--- src/q24a_pkg.sv ---
`timescale 1ns / 1ps

package q24a_pkg;

  // Word geometry of the signed Q24.8 format.
  localparam int WORD_W    = 32;
  localparam int FRAC_BITS = 8;
  localparam int FUNC_W    = 4;
  localparam int PROD_W    = 2 * WORD_W;
  // The scaled dividend |a| * 2^FRAC_BITS, one quotient bit per divider stage.
  localparam int DVD_W     = WORD_W + FRAC_BITS;

  // Padded stream word widths.
  localparam int IN_DATA_W  = ((FUNC_W + 2 * WORD_W + 7) / 8) * 8;
  localparam int OUT_DATA_W = ((WORD_W + 1 + 7) / 8) * 8;

  // Operation codes.
  typedef enum logic [FUNC_W-1:0] {
    FN_ADD      = 4'd0,
    FN_SUB      = 4'd1,
    FN_MUL      = 4'd2,
    FN_DIV      = 4'd3,
    FN_GT       = 4'd4,
    FN_LT       = 4'd5,
    FN_GE       = 4'd6,
    FN_LE       = 4'd7,
    FN_EQ       = 4'd8,
    FN_NE       = 4'd9,
    FN_MIN      = 4'd10,
    FN_MAX      = 4'd11,
    FN_INC      = 4'd12,
    FN_DEC      = 4'd13,
    FN_TO_INT   = 4'd14,
    FN_FROM_INT = 4'd15
  } func_t;

  // Everything an item carries down the divider chain.
  typedef struct packed {
    logic [WORD_W-1:0] rem;      // partial remainder
    logic [DVD_W-1:0]  dvd;      // dividend bits still to be brought down
    logic [WORD_W-1:0] dvs;      // divisor magnitude
    logic [WORD_W-1:0] quo;      // quotient bits so far, wrapped to a word
    logic              neg;      // quotient is negative
    logic              dvs_zero; // division by zero
    logic              is_div;   // item is a divide
    logic [WORD_W-1:0] res;      // result of any other operation
    logic              flag;     // compare outcome of any other operation
  } work_t;

endpackage

--- src/q24a_post.sv ---
`timescale 1ns / 1ps

module q24a_post
  import q24a_pkg::*;
(
  input  logic              clk,
  input  logic              rst_n,
  input  logic              en,
  input  logic              in_valid,
  input  work_t             in_work,
  output logic              out_valid,
  output logic [WORD_W-1:0] out_value,
  output logic              out_flag
);

  logic              valid_r;
  logic [WORD_W-1:0] value_r;
  logic [WORD_W-1:0] value_nxt;
  logic              flag_r;
  logic              flag_nxt;

  // Sign the quotient, force zero on division by zero, else pass the result.
  always_comb begin
    if (!in_work.is_div) begin
      value_nxt = in_work.res;
      flag_nxt  = in_work.flag;
    end else if (in_work.dvs_zero) begin
      value_nxt = '0;
      flag_nxt  = 1'b1;
    end else begin
      value_nxt = in_work.neg ? (~in_work.quo + 1'b1) : in_work.quo;
      flag_nxt  = 1'b0;
    end
  end

  always_ff @(posedge clk) begin
    if (!rst_n) begin
      valid_r <= 1'b0;
    end else if (en) begin
      valid_r <= in_valid;
    end
  end

  always_ff @(posedge clk) begin
    if (en) begin
      value_r <= value_nxt;
      flag_r  <= flag_nxt;
    end
  end

  assign out_valid = valid_r;
  assign out_value = value_r;
  assign out_flag  = flag_r;

endmodule
--- config.mk ---
export PLATFORM = sky130hd
export DESIGN_NAME = q24a_post
export DESIGN_NICKNAME = d
export VERILOG_FILES = /design/src/q24a_pkg.sv /design/src/q24a_post.sv
export SDC_FILE = /design/constraint.sdc
export NUM_CORES = 1
export LEC_CHECK = 0
export BUFFER_PORTS_ARGS = -buffer_cell sky130_fd_sc_hd__buf_4
export CAP_MARGIN = 5
export CORE_AREA = 2 2 80 82
export DETAILED_ROUTE_END_ITERATION = 10
export DIE_AREA = 0 0 82 84
export GPL_ROUTABILITY_DRIVEN = 0
export PLACE_DENSITY_LB_ADDON = 0.2
export RECOVER_POWER = 100
export SYNTH_ARGS = -nofsm -noshare
export SYNTH_HDL_FRONTEND = slang
export SYNTH_SLANG_ARGS = --single-unit
--- constraint.sdc ---
create_clock -name clk -period 3 [get_ports clk]
set_input_delay 0.3 -clock clk [delete_from_list [all_inputs] [get_ports clk]]
set_output_delay 0.3 -clock clk [all_outputs]
set_load 0.02 [all_outputs]
==> impl_metrics.yaml <==
finish:
  multi_input_area_um2: 1020
  area_delta_synth_final_pct: 36.9
  fin_nets: 473
  fillers: 620
  final-seq-area_um2: 1010
  post_route_cells_drive_above_1_share: 0.280
  antenna_cells: 0
min_path:
  hold_start: "rst_n"
  hold_class: "input port to flop"
logic_synthesis:
  synthAdderAreaFrac: 0.00591
  synth_edf_count: 33
  yosysUniqueCellTypes: 36
  ys_async_sr_fraction: 0
  yosys.area_share.simple: 0.123
  synth.avg_cell_area_um2: 11.1
  syn_area_um2: 2120
  syn-instance-count: 190
  ys.warnings.count: 0
  synthesis.nets: 367
  ys_seq_area_frac: 0.477
  synth.ff_latch_count: 34
  synth_top_family_by_area: "compound AO/OA/AOI/OAI gates"
  synth-compound-area-share: 0.214
  ys.flop_type: "edfxtp_1"
  synth_xor_area_frac: 0.124
  muxShareOfSynthArea: 0.0201
global_routing:
  grt_first_pass_wirelength_um: 9420
  grt_usage: 0.182
  grt_max_degree: 35
  antenna_found_initial: 0
  grt_pass1_vias: 1870
  overflow: 0
route:
  vias_per_cell: 5.10
  firstDrtPassIters: 4
  postRouteAntennaNets: 0
  first_iter_violations: 60
  wirelength_um: 6100
  wl_per_cell_um: 16.3
  num_vias: 1903
  drc: 0
timing:
  final-setup-viol-count: 0
  fmax_mhz: 405
  tightestPinTransition_ns: 1.93
  hold_viol_final: 0
  finalClockSkew_ns: 0
  post-route-period-util: 0.824
  rsz0062_at_grt: "false"
  slew_headroom: -0.286
  finalCriticalPeriod_ns: 2.47
  maxSlewViolCount: 35
  setup_tns_ns: 0
critical_path:
  crit_top_cell: "or4_1"
  crit_chain: "buf_4 -> or4_1 -> or4_1 -> or3_1 -> nor4_1 -> mux2_2"
  startpoint: "in_work[60]"
  cpMaxStageDelayCell: "or4_1"
  critPathKind: "input port to flop"
  r2r_start: "out_valid$_SDFFE_PN0P_"
  start_kind: "input port"
  end_kind: "flop"
  crit_arrival_ns: 2.51
  crit_fanout: 4
  cp_slowest_stage_delay_ns: 0.58
  required_ns: 3.03
die:
  row_count: 29
  ios: 210
  die_area_um2: 6890
  core_area_um2: 6100
  die_h_um: 84
  initial_core_util: 0.347
  die_x_um: 82
power:
  p_per_area_nw_per_um2: 419
  internal-power_uw: 860
  p_leak_uw: 0.00108
  p_seq_frac: 0.483
  combPwrFrac: 0.255
  power_switching_uw: 355
  power_uw: 1210
  vdd_drop_max_uv: 229
  swShare: 0.292
  clock_power_share: 0.262
cts:
  clock_latency_ns: 0.28
  cts_tree: "yes"
  post_cts_buffers: 0
  holdBufCountCts: 0
  path_clk_slew_ns: 0.07
  cts_resized: 0
  cts_max_level: 2
  numCtsBuffers: 5
  clock_sinks: 34
  root_buffer: "clkbuf_8"
  ctsLongestPathBuffers: 2
placement:
  port_buffers: 105
  dp_hpwl_um: 4600
status:
  violations: "max-capacitance violations, max-slew violations"
  status: "complete, but fails checks"
flow_run:
  drv_cap: 1
==> metrics by stage <==
stage	hold WS, ns	setup WS, ns	util	std cells	area [um^2]
after global placement	0.510	0.329	0.489	366	2980
after detailed placement	0.513	0.348	0.489	366	2980
after CTS	0.226	0.649	0.502	373	3060
final	0.236	0.528	0.476	373	2900
after floorplan	0.412	0.567	-	190	2120
after global routing	0.280	0.413	0.476	373	2900
==> cells in the final DEF, fill, tap and decap left out, drive strengths merged <==
| cell | n |
|---|---|
| edfxtp | 33 |
| a21oi | 1 |
| nor4 | 5 |
| nor2 | 8 |
| a21o | 1 |
| nand4b | 1 |
| o21a | 1 |
| buf | 70 |
| clkbuf | 44 |
| o2bb2ai | 27 |
| o31ai | 12 |
| nand2 | 14 |
| nand3 | 1 |
| mux2i | 2 |
| or3b | 1 |
| xnor2 | 8 |
| or4 | 2 |
| inv | 5 |
| o41ai | 7 |
| xor2 | 22 |
| nor3b | 2 |
| nand2b | 3 |
| nor2b | 1 |
| ha | 1 |
| dfxtp | 1 |
| mux2 | 2 |
| clkinv | 3 |
| o21ai | 8 |
| or3 | 3 |
| a31oi | 1 |
| nand4 | 1 |
| nor3 | 5 |
==> layout make-up <==
class                           instances  area share
Multi-Input combinational cell        140       0.351
Sequential cell                        34       0.349
Timing Repair Buffer                  109       0.232
Tap cell                               77      0.0332
Clock buffer                            5      0.0237
Inverter                                6     0.00777
Clock inverter                          2     0.00345
==> worst paths after layout <==
kind	end	slack, ns	cells past startpoint
setup / recovery	out_value[31]$_DFFE_PP_	0.53	6
hold / removal	out_valid$_SDFFE_PN0P_	0.24	2
setup reg to reg	out_valid$_SDFFE_PN0P_	2.39	2
hold reg to reg	out_valid$_SDFFE_PN0P_	0.52	2
==> registers in the layout, summed over array words and instances, names as in the netlist <==
name,count
out_value,32
out_flag,1
out_valid,1
==> Yosys cell counts, types with 2 or more instances <==
cell / n / area (um^2)
buf_6: 2 / 22.5
clkbuf_1: 7 / 26.3
edfxtp_1: 33 / 991
inv_1: 5 / 18.8
mux2_2: 2 / 22.5
mux2i_1: 2 / 20.0
nand2_1: 13 / 48.8
nand2b_1: 3 / 18.8
nor2_1: 8 / 30.0
nor3_1: 5 / 25.0
nor3b_1: 2 / 15.0
nor4_1: 4 / 25.0
o21ai_0: 8 / 40.0
o2bb2ai_1: 27 / 236
o31ai_1: 12 / 90.1
o41ai_1: 7 / 61.3
or3_2: 2 / 15.0
or4_4: 2 / 22.5
xnor2_1: 8 / 70.1
xor2_1: 22 / 193
==> logic make-up (layout without fill, tap and decap cells) <==
family | Yosys count | after routing
multiplexers | 4 | 4
AND/OR/NAND/NOR | 47 | 47
XOR/XNOR | 30 | 30
AO/OA/AOI/OAI | 58 | 58
adder cells (fa/ha/maj) | 1 | 1
flip-flops | 34 | 34
buffers and inverters | 16 | 122
==> routing by layer <==
layer | vias up | global-route usage | share of wire | wire length (um)
met2 | 74 | 0.251 | 0.42 | 2580
met1 | 873 | 0.251 | 0.45 | 2750
met3 | 5 | 0.0887 | 0.11 | 695
met4 | 0 | 0.0545 | 0.012 | 71
met5 | - | 0 | 0 | 0
li1 | 951 | - | - | -
==> power by group through the flow <==
stage | registers (uW) | clock network [uW] | logic [uW]
floorplan | 655 | 0 | 101
global placement | 596 | 0 | 348
detailed placement | 596 | 0 | 350
CTS | 587 | 336 | 351
global route | 591 | 346 | 338
finish | 586 | 319 | 309
==> critical path, delay by kind of cell <==
family        cells  cell delay (ns)
mux               1             0.37
simple gates      4             1.71
buf+inv           1             0.12
Power figures use the tool's default switching activity.
