File: config.mk
export PLATFORM = sky130hd
export DESIGN_NAME = q24a_pre
export DESIGN_NICKNAME = d
export VERILOG_FILES = /design/src/q24a_pkg.sv /design/src/q24a_pre.sv
export SDC_FILE = /design/constraint.sdc
export NUM_CORES = 2
export LEC_CHECK = 0
export ABC_AREA = 1
export BUFFER_PORTS_ARGS = -buffer_cell sky130_fd_sc_hd__buf_4
export CELL_PAD_IN_SITES_DETAIL_PLACEMENT = 0
export CELL_PAD_IN_SITES_GLOBAL_PLACEMENT = 1
export CORE_UTILIZATION = 45
export DETAILED_ROUTE_END_ITERATION = 10
export PLACE_DENSITY = 0.92
export SYNTH_ARGS = -nofsm -noshare
export SYNTH_HDL_FRONTEND = slang
export SYNTH_SLANG_ARGS = --single-unit
export TNS_END_PERCENT = 20
File: constraint.sdc
create_clock -name clk -period 21.5 [get_ports clk]
set_input_delay 2.15 -clock clk [delete_from_list [all_inputs] [get_ports clk]]
set_output_delay 2.15 -clock clk [all_outputs]
set_load 0.02 [all_outputs]
File: src/q24a_pkg.sv
`timescale 1ns / 1ps

package q24a_pkg;

  // Word geometry of the signed Q24.8 format.
  localparam int WORD_W    = 32;
  localparam int FRAC_BITS = 8;
  localparam int FUNC_W    = 4;
  localparam int PROD_W    = 2 * WORD_W;
  // The scaled dividend |a| * 2^FRAC_BITS, one quotient bit per divider stage.
  localparam int DVD_W     = WORD_W + FRAC_BITS;

  // Padded stream word widths.
  localparam int IN_DATA_W  = ((FUNC_W + 2 * WORD_W + 7) / 8) * 8;
  localparam int OUT_DATA_W = ((WORD_W + 1 + 7) / 8) * 8;

  // Operation codes.
  typedef enum logic [FUNC_W-1:0] {
    FN_ADD      = 4'd0,
    FN_SUB      = 4'd1,
    FN_MUL      = 4'd2,
    FN_DIV      = 4'd3,
    FN_GT       = 4'd4,
    FN_LT       = 4'd5,
    FN_GE       = 4'd6,
    FN_LE       = 4'd7,
    FN_EQ       = 4'd8,
    FN_NE       = 4'd9,
    FN_MIN      = 4'd10,
    FN_MAX      = 4'd11,
    FN_INC      = 4'd12,
    FN_DEC      = 4'd13,
    FN_TO_INT   = 4'd14,
    FN_FROM_INT = 4'd15
  } func_t;

  // Everything an item carries down the divider chain.
  typedef struct packed {
    logic [WORD_W-1:0] rem;      // partial remainder
    logic [DVD_W-1:0]  dvd;      // dividend bits still to be brought down
    logic [WORD_W-1:0] dvs;      // divisor magnitude
    logic [WORD_W-1:0] quo;      // quotient bits so far, wrapped to a word
    logic              neg;      // quotient is negative
    logic              dvs_zero; // division by zero
    logic              is_div;   // item is a divide
    logic [WORD_W-1:0] res;      // result of any other operation
    logic              flag;     // compare outcome of any other operation
  } work_t;

endpackage

File: src/q24a_pre.sv
`timescale 1ns / 1ps

module q24a_pre
  import q24a_pkg::*;
(
  input  logic               clk,
  input  logic               rst_n,
  input  logic               en,
  input  logic               in_valid,
  input  logic [FUNC_W-1:0]  in_func,
  input  logic [WORD_W-1:0]  in_a,
  input  logic [WORD_W-1:0]  in_b,
  output logic               out_valid,
  output work_t              out_work
);

  logic signed [WORD_W-1:0] a_s;
  logic signed [WORD_W-1:0] b_s;
  logic                     a_lt_b;
  logic                     a_eq_b;
  logic [WORD_W-1:0]        mag_a;
  logic [WORD_W-1:0]        mag_b;
  logic [WORD_W-1:0]        int_mag;
  func_t                    func;

  logic                     valid_r;
  work_t                    work_r;
  work_t                    work_nxt;
  logic                     is_mul_r;
  logic signed [PROD_W-1:0] prod_r;
  logic signed [PROD_W-1:0] prod_nxt;

  // Operand decode and magnitudes.
  always_comb begin
    a_s     = $signed(in_a);
    b_s     = $signed(in_b);
    a_lt_b  = a_s < b_s;
    a_eq_b  = in_a == in_b;
    mag_a   = in_a[WORD_W-1] ? (~in_a + 1'b1) : in_a;
    mag_b   = in_b[WORD_W-1] ? (~in_b + 1'b1) : in_b;
    int_mag = mag_a >> FRAC_BITS;
    func    = func_t'(in_func);
    prod_nxt = a_s * b_s;
  end

  // Results of the operations other than divide and multiply, and set-up of the divider.
  always_comb begin
    work_nxt          = '0;
    work_nxt.dvd      = {mag_a, {FRAC_BITS{1'b0}}};
    work_nxt.dvs      = mag_b;
    work_nxt.neg      = in_a[WORD_W-1] ^ in_b[WORD_W-1];
    work_nxt.dvs_zero = in_b == '0;
    work_nxt.is_div   = func == FN_DIV;
    unique case (func)
      FN_ADD:      work_nxt.res = in_a + in_b;
      FN_SUB:      work_nxt.res = in_a - in_b;
      FN_GT:       work_nxt.flag = !a_lt_b && !a_eq_b;
      FN_LT:       work_nxt.flag = a_lt_b;
      FN_GE:       work_nxt.flag = !a_lt_b;
      FN_LE:       work_nxt.flag = a_lt_b || a_eq_b;
      FN_EQ:       work_nxt.flag = a_eq_b;
      FN_NE:       work_nxt.flag = !a_eq_b;
      FN_MIN:      work_nxt.res = (a_lt_b || a_eq_b) ? in_a : in_b;
      FN_MAX:      work_nxt.res = !a_lt_b ? in_a : in_b;
      FN_INC:      work_nxt.res = in_a + 1'b1;
      FN_DEC:      work_nxt.res = in_a - 1'b1;
      FN_TO_INT:   work_nxt.res = in_a[WORD_W-1] ? (~int_mag + 1'b1) : int_mag;
      FN_FROM_INT: work_nxt.res = in_a << FRAC_BITS;
      default:     work_nxt.res = '0;
    endcase
  end

  // Stage valid.
  always_ff @(posedge clk) begin
    if (!rst_n) begin
      valid_r <= 1'b0;
    end else if (en) begin
      valid_r <= in_valid;
    end
  end

  // Stage payload, including the full product.
  always_ff @(posedge clk) begin
    if (en) begin
      work_r   <= work_nxt;
      is_mul_r <= func == FN_MUL;
      prod_r   <= prod_nxt;
    end
  end

  // The product shifted down by the fraction width, wrapped to one word.
  always_comb begin
    out_work = work_r;
    if (is_mul_r) begin
      out_work.res = prod_r[FRAC_BITS +: WORD_W];
    end
  end

  assign out_valid = valid_r;

endmodule

==> results.py <==
metrics = {
    "finish": {
        "register_area_um2": 4010,
        "fin_area_um2": 40500,
        "layout-drive-gt1-share_pct": 7.55,
        "fill_cells": 8484,
        "final_util_pct": 47.5,
        "syn2layout_area_growth_pct": 4.25,
        "multiInputGateArea_um2": 27900,
        "fin_nets": 6000,
    },
    "detailed_routing": {
        "num_vias": 33200,
        "viasPerCell": 5.36,
        "wire_per_inst_um": 22.5,
        "final_antenna_net_count": 0,
        "drt_pass1_iterations": 5,
        "routed_wl_um": 140000,
        "drt_iter0_drc": 2916,
        "post-route-drc-count": 0,
    },
    "status": {
        "status": "complete, no violations",
    },
    "placed_design": {
        "finalWeightedCongestion": 1.04,
        "place_area_um2": 39900,
        "preCtsSetupSlack_ns": 12.14,
        "io_buffers": 172,
        "place_hpwl_um": 107000,
    },
    "timing": {
        "max_freq_mhz": 112,
        "min_period_over_period_pct": 41.7,
        "skew_ns": 0,
        "worst_pin_slew_ns": 1.07,
        "fin_ws_ns": 12.54,
        "period_needed_ns": 8.96,
        "finalHoldViolCount": 0,
        "maxSlewViolCount": 0,
        "relSlewSlack_pct": 28.4,
        "rsz0062_at_grt": "no",
        "setup-tns-final_ns": 0,
        "finalSetupViolCount": 0,
    },
    "synth": {
        "synthFlopType": "edfxtp_1",
        "synth_top_area_share_pct": 33.2,
        "netlist_area_um2": 38800,
        "synth_common_cells": "inv_1 (1326), nand2_1 (1202), fa_1 (644)",
        "avgSynthCellArea_um2": 7.56,
        "synth_area_leader_cell": "fa_1",
        "synth_edf_count": 133,
        "synth_most_common_cell": "inv_1",
        "yosysWarnings": 0,
        "async_reset_ff_share_pct": 0,
        "yosysUniqueCellTypes": 67,
        "synth-seq-area-share_pct": 10.3,
        "yosys-top-cells-area": "fa_1 (33%), inv_1 (13%), nand2_1 (12%), edfxtp_1 (10%), ha_1 (7.7%)",
        "synth_cells": 5136,
        "ys_seq_elements": 134,
    },
    "cts": {
        "postCtsSetupRepairBufs": 0,
        "ctsLongestPathBuffers": 2,
        "cts_inserted_buffers": 17,
        "cts.clk_slew.worst_paths_ns": 0.08,
        "root_buffer": "clkbuf_16",
        "htreeDepth": 4,
        "cts_tree": "yes",
        "post_cts_resized": 0,
        "cts.sinks": 134,
        "clk_latency_ns": 0.50,
        "ctsHoldBuffers": 0,
    },
    "setup_path": {
        "arrival_ns": 9.19,
        "worstSetupStartpoint": "in_b[31]",
        "r2r_start": "out_valid$_SDFFE_PN0P_",
        "regToRegEndpoint": "out_valid$_SDFFE_PN0P_",
        "r2r_cells": 2,
        "cp_max_fo": 46,
        "crit_required_ns": 21.74,
        "path_class": "in -> reg",
        "r2r_setup_slack_ns": 20.85,
        "crit_path_end_kind": "flop",
        "startpoint_type": "input pin",
        "setup.worst_path.end": "prod_r[37]$_DFFE_PP_",
    },
    "global_route": {
        "grt.overflow.total": 0,
        "antenna_found_initial": 6,
        "grt_max_degree": 77,
        "grt_pass1_vias": 34500,
        "grtUsageTotal_pct": 32.8,
        "grt_pass1_wl_um": 210000,
    },
    "floorplanning": {
        "dieHeight_um": 296,
        "dieArea_um2": 87500,
        "initial_core_util_pct": 45.5,
        "io_pins": 245,
        "dieWidth_um": 296,
        "core-area_um2": 85300,
        "num_rows": 107,
    },
    "run": {
        "maxCapViolCount": 0,
    },
    "hold_path": {
        "hold_class": "reg -> reg",
    },
}
==> worst min path at each step <==
stage | start | end | slack (ns) | cells past startpoint
2_1_floorplan | out_valid$_SDFFE_PN0P_ | out_valid$_SDFFE_PN0P_ | 0.61 | 2
3_3_place_gp | out_valid$_SDFFE_PN0P_ | out_valid$_SDFFE_PN0P_ | 0.53 | 2
6_report | out_valid$_SDFFE_PN0P_ | out_valid$_SDFFE_PN0P_ | 0.55 | 2
4_1_cts | out_valid$_SDFFE_PN0P_ | out_valid$_SDFFE_PN0P_ | 0.55 | 2
3_5_place_dp | out_valid$_SDFFE_PN0P_ | out_valid$_SDFFE_PN0P_ | 0.54 | 2
5_1_grt | out_valid$_SDFFE_PN0P_ | out_valid$_SDFFE_PN0P_ | 0.58 | 2
==> kinds of logic after synthesis <==
| family | count (synthesis) | share of synthesized area (%) |
|---|---|---|
| AND/OR/NAND/NOR | 1780 | 19.4 |
| buffers and inverters | 1717 | 18.4 |
| adder cells (fa/ha/maj) | 884 | 40.9 |
| AO/OA/AOI/OAI | 460 | 6.87 |
| flip-flops | 134 | 10.3 |
| XOR/XNOR | 128 | 3.11 |
| multiplexers | 32 | 0.928 |
| other | 1 | 0.00966 |
==> flip-flops by register name, indices dropped and copies added, names as in the netlist <==
register	cells
work_r	32
is_mul_r	1
out_work	68
out_valid	1
prod_r	32
==> stage by stage <==
stage / cells / hold WS, ns
finish: 6202 / 0.545
global route: 6201 / 0.584
CTS: 6201 / 0.551
detailed placement: 6169 / 0.538
global placement: 6169 / 0.535
floorplan: 5207 / 0.606
==> layout make-up <==
| cell class | count | area share, % |
|---|---|---|
| Timing Repair Buffer | 192 | 3.57 |
| Clock inverter | 15 | 0.436 |
| Inverter | 1343 | 12.5 |
| Sequential cell | 134 | 9.92 |
| Antenna cell | 1 | 0.00618 |
| Multi-Input combinational cell | 3356 | 69.0 |
| Tap cell | 1144 | 3.54 |
| Clock buffer | 17 | 1.05 |
==> worst max-delay path: stages <==
cell     delay [ns]
buf_4          0.52
inv_1          0.65
nor2_1         0.28
fa_1           0.47
fa_1           0.53
fa_1           0.44
fa_1           0.54
fa_1           0.44
fa_1           0.46
fa_1           0.49
inv_1          0.07
fa_1           0.49
inv_1          0.05
ha_1           0.38
nand2_1        0.12
nor4_1         0.41
nand4_1        0.17
nand2_1        0.13
nand2_1        0.06
nand2_1        0.10
nand2_1        0.06
nand2_1        0.07
xor2_1         0.06
==> placed cells by master, fill, tap and decap left out, drive strengths merged, types with 20 or more instances in the layout <==
master / n
xnor2: 40
ha: 240
nand2: 1230
xor2: 88
conb: 72
o21ai: 175
edfxtp: 133
a31oi: 20
nand4: 55
nor3: 35
inv: 1345
fa: 644
buf: 192
nand3: 172
a21oi: 162
nor2: 252
o211ai: 26
mux2: 32
==> metal layers <==
| metal | vias to the layer above | part of all wire, % | global-route usage, % |
|---|---|---|---|
| met4 | 8 | 7.2 | 21.0 |
| met2 | 1698 | 46 | 53.5 |
| met5 | - | 0.037 | 0 |
| li1 | 14800 | - | - |
| met1 | 16300 | 37 | 39.8 |
| met3 | 430 | 9.1 | 6.24 |
Power is left out: the tool's default activity adds up to more than one toggle a clock period on the data nets, which glitch-free logic cannot reach.
