`src/q24a_pkg.sv`:
```
`timescale 1ns / 1ps

package q24a_pkg;

  // Word geometry of the signed Q24.8 format.
  localparam int WORD_W    = 32;
  localparam int FRAC_BITS = 8;
  localparam int FUNC_W    = 4;
  localparam int PROD_W    = 2 * WORD_W;
  // The scaled dividend |a| * 2^FRAC_BITS, one quotient bit per divider stage.
  localparam int DVD_W     = WORD_W + FRAC_BITS;

  // Padded stream word widths.
  localparam int IN_DATA_W  = ((FUNC_W + 2 * WORD_W + 7) / 8) * 8;
  localparam int OUT_DATA_W = ((WORD_W + 1 + 7) / 8) * 8;

  // Operation codes.
  typedef enum logic [FUNC_W-1:0] {
    FN_ADD      = 4'd0,
    FN_SUB      = 4'd1,
    FN_MUL      = 4'd2,
    FN_DIV      = 4'd3,
    FN_GT       = 4'd4,
    FN_LT       = 4'd5,
    FN_GE       = 4'd6,
    FN_LE       = 4'd7,
    FN_EQ       = 4'd8,
    FN_NE       = 4'd9,
    FN_MIN      = 4'd10,
    FN_MAX      = 4'd11,
    FN_INC      = 4'd12,
    FN_DEC      = 4'd13,
    FN_TO_INT   = 4'd14,
    FN_FROM_INT = 4'd15
  } func_t;

  // Everything an item carries down the divider chain.
  typedef struct packed {
    logic [WORD_W-1:0] rem;      // partial remainder
    logic [DVD_W-1:0]  dvd;      // dividend bits still to be brought down
    logic [WORD_W-1:0] dvs;      // divisor magnitude
    logic [WORD_W-1:0] quo;      // quotient bits so far, wrapped to a word
    logic              neg;      // quotient is negative
    logic              dvs_zero; // division by zero
    logic              is_div;   // item is a divide
    logic [WORD_W-1:0] res;      // result of any other operation
    logic              flag;     // compare outcome of any other operation
  } work_t;

endpackage

```
`src/q24a_div_step.sv`:
```
`timescale 1ns / 1ps

module q24a_div_step
  import q24a_pkg::*;
(
  input  logic  clk,
  input  logic  rst_n,
  input  logic  en,
  input  logic  in_valid,
  input  work_t in_work,
  output logic  out_valid,
  output work_t out_work
);

  logic [WORD_W+1:0] diff;
  logic              take;
  logic              valid_r;
  work_t             work_r;
  work_t             work_nxt;

  // One restoring step: bring down the next dividend bit and try the divisor.
  always_comb begin
    diff     = {1'b0, in_work.rem, in_work.dvd[DVD_W-1]} - {2'b00, in_work.dvs};
    take     = !diff[WORD_W+1];
    work_nxt = in_work;
    work_nxt.rem = take ? diff[WORD_W-1:0]
                        : {in_work.rem[WORD_W-2:0], in_work.dvd[DVD_W-1]};
    work_nxt.dvd = {in_work.dvd[DVD_W-2:0], 1'b0};
    work_nxt.quo = {in_work.quo[WORD_W-2:0], take};
  end

  always_ff @(posedge clk) begin
    if (!rst_n) begin
      valid_r <= 1'b0;
    end else if (en) begin
      valid_r <= in_valid;
    end
  end

  always_ff @(posedge clk) begin
    if (en) begin
      work_r <= work_nxt;
    end
  end

  assign out_valid = valid_r;
  assign out_work  = work_r;

endmodule

```
`config.mk`:
```
export PLATFORM = sky130hd
export DESIGN_NAME = q24a_div_step
export DESIGN_NICKNAME = d
export VERILOG_FILES = /design/src/q24a_pkg.sv /design/src/q24a_div_step.sv
export SDC_FILE = /design/constraint.sdc
export NUM_CORES = 1
export LEC_CHECK = 0
export ABC_AREA = 1
export BUFFER_PORTS_ARGS = -buffer_cell sky130_fd_sc_hd__buf_4
export CORE_MARGIN = 1.5
export CORE_UTILIZATION = 48
export DETAILED_ROUTE_END_ITERATION = 8
export GPL_TIMING_DRIVEN = 0
export PLACE_DENSITY = 0.8
export SYNTH_ARGS = -nofsm -noshare
export SYNTH_HDL_FRONTEND = slang
export SYNTH_SLANG_ARGS = --single-unit
```
`constraint.sdc`:
```
create_clock -name clk -period 2.26 [get_ports clk]
set_input_delay 0.339 -clock clk [delete_from_list [all_inputs] [get_ports clk]]
set_output_delay 0.339 -clock clk [all_outputs]
set_load 0.1 [all_outputs]
```
==> results of run 1 <==
## flip-flops by register name, summed over array words and instances, names as in the netlist
signal,flops
out_valid,1
out_work,171
## metrics by stage
step	hold slack, ns	instances	setup slack, ns
after global placement	0.517	1382	-0.279
after CTS	0.0677	1415	0.130
after detailed placement	0.518	1383	-0.317
final	0.0757	1415	0.102
after floorplan	0.432	816	0.258
after global routing	0.0614	1415	0.0111
## path summary, 6_finish.rpt
kind | end | slack (ns) | depth (start not counted)
setup / recovery | out_work[168]$_DFFE_PP_ | 0.10 | 15
hold / removal | out_work[58]$_DFFE_PP_ | 0.08 | 1
setup reg to reg | out_valid$_SDFFE_PN0P_ | 1.60 | 2
hold reg to reg | out_valid$_SDFFE_PN0P_ | 0.55 | 2
## metal layers
layer  vias to the layer above  GRT usage, %  part of all wire [%]
met3                        57          9.12                   8.9
met2                       304          51.2                    49
met4                         2          11.8                   3.5
li1                       3382             -                     -
met5                         -             0                 0.037
met1                      3335          36.2                    38
## power by group
part / internal [mW] / total (mW) / switching, mW
clock network: 1.57 / 2.94 / 1.37
registers: 3.86 / 3.95 / 0.0915
logic: 0.841 / 3.80 / 2.95
## critical path: cells and delay by family
family / cells / cell delay [ns]
adders and majority gates: 2 / 0.61
buffers and inverters: 3 / 0.24
and+or+nand+nor: 10 / 1.13
## cell usage in the layout, fill, tap and decap left out, drive strengths merged
| cell type | netlist | routed |
|---|---|---|
| a21oi | 20 | 20 |
| and2 | 10 | 10 |
| and3 | 1 | 1 |
| buf | 10 | 357 |
| bufinv | 0 | 1 |
| clkbuf | 0 | 18 |
| clkinv | 0 | 5 |
| clkinvlp | 0 | 2 |
| conb | 1 | 1 |
| dfxtp | 1 | 1 |
| edfxtp | 171 | 171 |
| fa | 1 | 1 |
| ha | 32 | 32 |
| inv | 146 | 152 |
| nand2 | 270 | 270 |
| nand3 | 72 | 72 |
| nand3b | 5 | 5 |
| nand4 | 7 | 7 |
| nor2 | 44 | 44 |
| nor3 | 4 | 4 |
| o21ai | 2 | 2 |
| o21bai | 3 | 3 |
| or2 | 1 | 1 |
| xor2 | 15 | 15 |
## cell type report
| type | instances | area share (%) |
|---|---|---|
| multi-input cells | 488 | 21.4 |
| plain buffers | 10 | 0.699 |
| well taps | 220 | 2.33 |
| inverters | 146 | 4.64 |
| flip-flops and latches | 172 | 43.6 |
| repair buffers | 347 | 22.3 |
| clock inverters | 14 | 1.35 |
| clock buffers | 18 | 3.63 |
## kinds of logic after synthesis
kind of cell,Yosys count,share of synthesized area (%)
AO/OA/AOI/OAI,25,1.64
XOR/XNOR,15,1.58
adder cells (fa/ha/maj),33,5.05
buffers and inverters,156,7.58
flip-flops,172,62.0
other,1,0.0451
AND/OR/NAND/NOR,414,22.1
==> impl_metrics.toml, run 1 <==
[flow_run]
maxCapViolations = 0

[logic_synthesis]
synth_top_cell_by_area = "edfxtp_1"
synth_commonest_cells = "264 x nand2_1, 171 x edfxtp_1, 143 x inv_1"
yosysWarnings = 0
synth.most_common_cell = "nand2_1"
synthFlopType = "edfxtp_1"
syn_area_mm2 = 0.00832
syn-num-nets = 1025
synth.distinct_cells = 32
synth.area.top_cells = "edfxtp_1 62%, nand2_1 12%, inv_1 6.5%"
synth_cells = 816
syn_area_per_cell_um2 = 10.2
synthArstFlopShare_pct = 0
synth_top_area_share_pct = 61.7
synth-edff-count = 171
ys_seq_elements = 172
yosysSeqAreaShare_pct = 62.0

[critical_path]
startpoint_type = "input port"
crit_path_end_kind = "register"
crit_path_max_incr_delay_ns = 0.48
cp-startpoint = "in_work[139]"
crit_required_ns = 2.45
path_cells = "buf_4, inv_1, ha_1, inv_1, fa_1, nand3_1, nand3_1, nand2_1, nand2_1, nand2_1, nand2_1, nand2_1, nand3_1, nand3_2, nand2_1"
r2r_start = "out_valid$_SDFFE_PN0P_"
worstPathArrival_ns = 2.35
cp_slowest_cell = "fa_1"
crit_type = "in -> reg"
critPathMaxFanout = 4
cpMostUsedCell = "nand2_1"

[cts]
cts_tree = "built"
post_cts_buffers = 0
cts_buffer_depth = 2
clk_latency_ns = 0.43
cts_buffers = 17
clk_pin_slew_ns = 0.07
htree_levels = 4
hold_buffers = 0
cts-root-buf = "clkbuf_16"
cts_resized = 0
cts_sinks = 172

[detailed_routing]
vias_per_cell = 5.00
wire_per_inst_um = 19.3
drt_iter0_markers = 564
firstDrtPassIters = 6
routed_wirelength_mm = 27.3
drc = 0
vias = 7080
ant_nets = 0

[placement]
gp_congestion = 0.950
postPlaceCellArea_mm2 = 0.0112
portBuffers = 346
hpwl_mm = 21.7

[timing]
finalHoldViolCount = 0
relSlewSlack_pct = 58.4
fin_tns_setup_ns = 0
setup_viol = 0
maxSlewViolCount = 0
worstMarginPinSlew_ns = 0.624
rsz0062_at_grt = "false"
period_share_pct = 95.5
min_period_ns = 2.16
finClkSkew_ns = 0
timing.fmax_mhz = 463

[final_layout]
design.final.nets = 1391
syn_to_final_growth_pct = 42.0
seqCellArea_mm2 = 0.00515
utilization_pct = 70.5
final_area_mm2 = 0.0118
antennaDiodeCount = 0
n_fill_cell = 1300
multi_input_area_mm2 = 0.00253
drive_gt1_share_pct = 35.0

[floorplanning]
num_rows = 47
start_util_pct = 49.6
ioPinCount = 349
die_y_um = 135
coreArea_mm2 = 0.0168
dieArea_mm2 = 0.0181
die_x_um = 135

[min_path]
hold_path.class = "in -> reg"
min_from = "in_work[57]"

[global_route]
grt-ovfl-total = 0
grt_pass1_vias = 7000
grt_antenna_before_repair = 1
grt_pass1_wl_mm = 39.8
grt.total_usage_pct = 30.2
grt_max_degree = 121

[pwr]
irDropWorstVdd_uv = 634
power_density_mw_per_mm2 = 904
leakagePower_nw = 5.82
power_mw = 10.7

[status]
status = "finished clean"
Note: power is estimated with default switching activity, not from simulation.
==> run 2: changes to the inputs <==
Settings changed: CORE_AREA from default to 2 2 134 136, CORE_MARGIN 1.5 to default, CORE_UTILIZATION 48 to default, DIE_AREA from default to 0 0 136 138.
Clock period 2.26 ns to 2.5 ns, I/O delays scaled along.
==> run 2 against run 1 <==
- clock skew stayed put
- clock-buffer cell count is 1 lower
- non-clock buffer count stayed put
- wire length is 3.6% lower
- clock power is 6% lower
- sequential share of layout area is 0.19 points lower
- total power is 8.8% lower
- first-iteration DRC count is 16% lower
- register-to-register slack better by 0.20 ns
- final area is 0.44% higher
- critical path depth stayed put
- die area is 3.5% higher
==> impl_metrics.toml, run 2 (synthesized netlist as in run 1, its figures left out) <==
[detailed_routing]
vias_per_cell = 4.86
wire_per_inst_um = 18.4
ant_nets = 0
firstDrtPassIters = 5
drc = 0
vias = 6933
routed_wirelength_mm = 26.3
drt_iter0_markers = 475

[pwr]
power_frac_comb_pct = 35.1
p_sw_mw = 3.96
power_mw = 9.74
p_seq_share_pct = 36.6
leakagePower_nw = 5.84
power_density_mw_per_mm2 = 821
power.internal_mw = 5.78
clkPwrFrac_pct = 28.2
p_sw_share_pct = 40.7
irDropWorstVdd_uv = 580

[final_layout]
most-common-layout-cells = "347 x buf_4, 264 x nand2_1, 171 x edfxtp_1"
final_common_cell = "buf_4"
largest_reg_flops = 171
seqCellArea_mm2 = 0.00515
design.final.nets = 1391
syn_to_final_growth_pct = 42.7
n_fill_cell = 1401
multi_input_area_mm2 = 0.00253
final_area_mm2 = 0.0119
drive_gt1_share_pct = 35.0

[cts]
cts_buffer_depth = 2
hold_buffers = 0
post_cts_buffers = 0
clk_pin_slew_ns = 0.07
cts_resized = 0
htree_levels = 4
cts_tree = "built"
cts-root-buf = "clkbuf_16"
clk_latency_ns = 0.42
cts_buffers = 17
cts_sinks = 172

[status]
status = "finished clean"

[global_route]
grt-ovfl-total = 0
grt_max_degree = 121
grtUsageMet2_pct = 47.7
grt.total_usage_pct = 27.9
use_met1_pct = 33.6
grt.busiest_layer = "met2"
gr-usage-met3_pct = 8.43
grt_pass1_wl_mm = 38.8
grt_antenna_before_repair = 1
grt_pass1_vias = 6770

[placement]
gp_congestion = 0.891
dp_slack_ns = -0.109
hpwl_mm = 20.9
postPlaceCellArea_mm2 = 0.0112
portBuffers = 346

[critical_path]
startpoint_type = "input port"
critPathMaxFanout = 4
crit_path_end_kind = "register"
crit_type = "in -> reg"
worstPathArrival_ns = 2.34
crit_required_ns = 2.68

[floorplanning]
num_rows = 49
die_y_um = 138
start_util_pct = 47.4
ioPinCount = 349
die_x_um = 136
coreArea_mm2 = 0.0175
dieArea_mm2 = 0.0188

[timing]
setup_slack_ns = 0.333
maxSlewViolCount = 0
finalHoldViolCount = 0
rsz0062_at_grt = "false"
finClkSkew_ns = 0
relSlewSlack_pct = 61.7
fin_tns_setup_ns = 0
timing.fmax_mhz = 461
worstMarginPinSlew_ns = 0.575
min_period_ns = 2.17
setup_viol = 0
hold_slack_ns = 0.126
period_share_pct = 86.7

[flow_run]
maxCapViolations = 0

[min_path]
hold_path.class = "in -> reg"
[run 2: cell types whose count changed in the layout (fill, tap and decap cells not counted), sizes merged]
| cell | before | now |
|---|---|---|
| bufinv | 1 | 2 |
| clkinv | 5 | 7 |
| clkbuf | 18 | 17 |
| clkinvlp | 2 | 0 |
| diode | 0 | 2 |
[run 2: final timing paths]
path,from,end,slack (ns),cells past startpoint
setup / recovery,in_work[139],out_work[168]$_DFFE_PP_,0.33,15
hold / removal,in_work[126],out_work[127]$_DFFE_PP_,0.13,1
setup reg to reg,out_valid$_SDFFE_PN0P_,out_valid$_SDFFE_PN0P_,1.80,2
hold reg to reg,out_valid$_SDFFE_PN0P_,out_valid$_SDFFE_PN0P_,0.59,2
[run 2: power groups by stage]
stage | Clock [mW] | Combinational (mW) | Sequential (mW)
after CTS | 2.80 | 3.43 | 3.57
after global placement | 0 | 3.38 | 3.62
final | 2.75 | 3.42 | 3.57
after global routing | 2.92 | 3.56 | 3.59
after floorplan | 0 | 0.598 | 5.54
after detailed placement | 0 | 3.42 | 3.63
[run 2: stage by stage]
step,utilization (%),cells
final,67.7,1426
after floorplan,-,816
after global routing,67.6,1424
after detailed placement,64.1,1392
after global placement,63.9,1391
after CTS,67.6,1424
[run 2: area by class of cell]
cell class / count / area share (%)
buffer: 10 / 0.696
tap: 229 / 2.41
clock buffer: 17 / 3.59
inverter: 146 / 4.62
multi-input combinational: 488 / 21.3
timing repair buffer: 347 / 22.2
sequential: 172 / 43.4
clock inverter: 15 / 1.68
antenna: 2 / 0.0422
[run 2: metal layers]
metal  up-vias  routed length [µm]
met4         0                 737
met5         -                   0
met3        35                2200
met2       255               13100
li1       3386                   -
met1      3257               10300
[run 2: critical path, cell delays in order]
cell and delay, ns:
buf_4 0.11, inv_1 0.06, ha_1 0.13, inv_1 0.08, fa_1 0.47, nand3_1 0.12
nand3_1 0.17, nand2_1 0.10, nand2_1 0.12, nand2_1 0.09, nand2_1 0.09, nand2_1 0.16
nand3_1 0.10, nand3_2 0.09, nand2_1 0.06
==> run 3: changes to the inputs <==
Settings changed: CORE_AREA 2 2 134 136 to default, CORE_MARGIN from default to 1.5, CORE_UTILIZATION from default to 40, DIE_AREA 0 0 136 138 to default, PLACE_DENSITY 0.8 to 0.69.
==> run 3 against run 2 <==
- combinational power hardly changed
- die area is 15% higher
- final area is 0.18% higher
- critical path depth stayed put
- worst hold slack worse by 0.021 ns
- critical path type unchanged
- largest cell class unchanged
- highest routed layer unchanged
==> impl_metrics.toml, run 3 (synthesized netlist as in run 1, its figures left out) <==
[status]
status = "finished clean"

[min_path]
hold_path.class = "in -> reg"
min_delay_path_depth = 1

[critical_path]
reg2reg_depth = 2
critPathMaxFanout = 4
cpMostUsedCell = "nand2_1"
crit_path_max_incr_delay_ns = 0.47
cp_slowest_cell = "fa_1"
crit_required_ns = 2.70
crit_path_end_kind = "register"
startpoint_type = "input port"
path_cells = "buf_4, inv_1, ha_1, inv_1, fa_1, nand3_1, nand3_1, nand2_1, nand2_1, nand2_1, nand2_1, nand2_1, nand3_1, nand3_2, nand2_1"
crit_type = "in -> reg"
worstPathArrival_ns = 2.32

[pwr]
irDropWorstVdd_uv = 430
leakagePower_nw = 5.83
power_mw = 9.62
power_density_mw_per_mm2 = 809

[detailed_routing]
drc = 0
firstDrtPassIters = 5
vias = 6726
vias_per_cell = 4.59
ant_nets = 0
drt_iter0_markers = 371
routed_wirelength_mm = 25.2
wire_per_inst_um = 17.2

[timing]
relSlewSlack_pct = 62.5
worstMarginPinSlew_ns = 0.562
finalHoldViolCount = 0
maxSlewViolCount = 0
setup_viol = 0
period_share_pct = 84.8
min_period_ns = 2.12
rsz0062_at_grt = "false"
setup_slack_ns = 0.381
timing.fmax_mhz = 472
finClkSkew_ns = 0
fin_tns_setup_ns = 0

[placement]
gp_congestion = 0.885
portBuffers = 346
postPlaceCellArea_mm2 = 0.0113
dp_slack_ns = -0.107
hpwl_mm = 20.4

[final_layout]
drive_gt1_share_pct = 35.0
syn_to_final_growth_pct = 42.9
most-common-layout-cells = "347 x buf_4, 264 x nand2_1, 171 x edfxtp_1"
final_area_mm2 = 0.0119
largest_reg_flops = 171
antennaDiodeCount = 0
final_common_cell = "buf_4"
design.final.nets = 1391

[cts]
cts_tree = "built"
cts_sinks = 172
cts_buffers = 17
hold_buffers = 0
post_cts_buffers = 0
cts_resized = 0
cts_buffer_depth = 2
clk_latency_ns = 0.44
htree_levels = 4
cts-root-buf = "clkbuf_16"
clk_pin_slew_ns = 0.08

[flow_run]
maxCapViolations = 0

[floorplanning]
dieArea_mm2 = 0.0217
ioPinCount = 349
die_y_um = 147
num_rows = 52
die_x_um = 147
coreArea_mm2 = 0.0203
start_util_pct = 41.0

[global_route]
grt_pass1_wl_mm = 37.5
grt_pass1_vias = 6623
grt-ovfl-total = 0
grt.total_usage_pct = 23.3
grt_max_degree = 111
grt_antenna_before_repair = 0
-- run 3: cell types whose count changed in the layout (fill, tap and decap cells not counted) --
cell,change
diode_2,-2
inv_6,-1
bufinv_16,-2
inv_12,+1
inv_8,+1
clkbuf_1,+1
clkinv_8,+1
clkinv_1,-1
-- run 3: per-layer routing --
metal,up-vias,GRT usage (%),part of all wire [%]
met4,0,7.10,1.8
met5,-,0,0
met3,29,5.96,7.4
li1,3382,-,-
met1,3100,26.9,38
met2,215,42.4,53
-- run 3: final cells by class --
class	instances	area [µm²]
sequential	172	5150
clock buffer	18	429
tap	270	338
buffer	10	82.6
clock inverter	14	170
multi-input combinational	488	2530
timing repair buffer	347	2630
fill	1814	8410
inverter	146	548
-- run 3: critical path, delay by kind of cell --
kind,cells,cell delay [ns]
simple gates,10,1.08
buf+inv,3,0.24
fa+ha+maj,2,0.61
-- run 3: stage by stage --
step                util, %  hold WS (ns)  cells
finish                 58.6         0.105   1465
global route           58.6        0.0848   1465
CTS                    58.6        0.0935   1465
detailed placement     55.6         0.537   1433
global placement       55.4         0.525   1432
floorplan                 -         0.468    816
-- run 3: path summary, 6_finish.rpt --
path                                   to  slack, ns              startpoint
setup / recovery  out_work[168]$_DFFE_PP_       0.38            in_work[139]
hold / removal     out_work[52]$_DFFE_PP_       0.10             in_work[51]
setup reg to reg   out_valid$_SDFFE_PN0P_       1.86  out_valid$_SDFFE_PN0P_
hold reg to reg    out_valid$_SDFFE_PN0P_       0.54  out_valid$_SDFFE_PN0P_
-- run 3: power breakdown --
| part | leakage, nW | internal (mW) | switching [mW] |
|---|---|---|---|
| Combinational | 3.85 | 0.760 | 2.65 |
| Sequential | 1.68 | 3.48 | 0.0688 |
| Clock | 0.291 | 1.36 | 1.30 |
| Total | 5.83 | 5.60 | 4.02 |
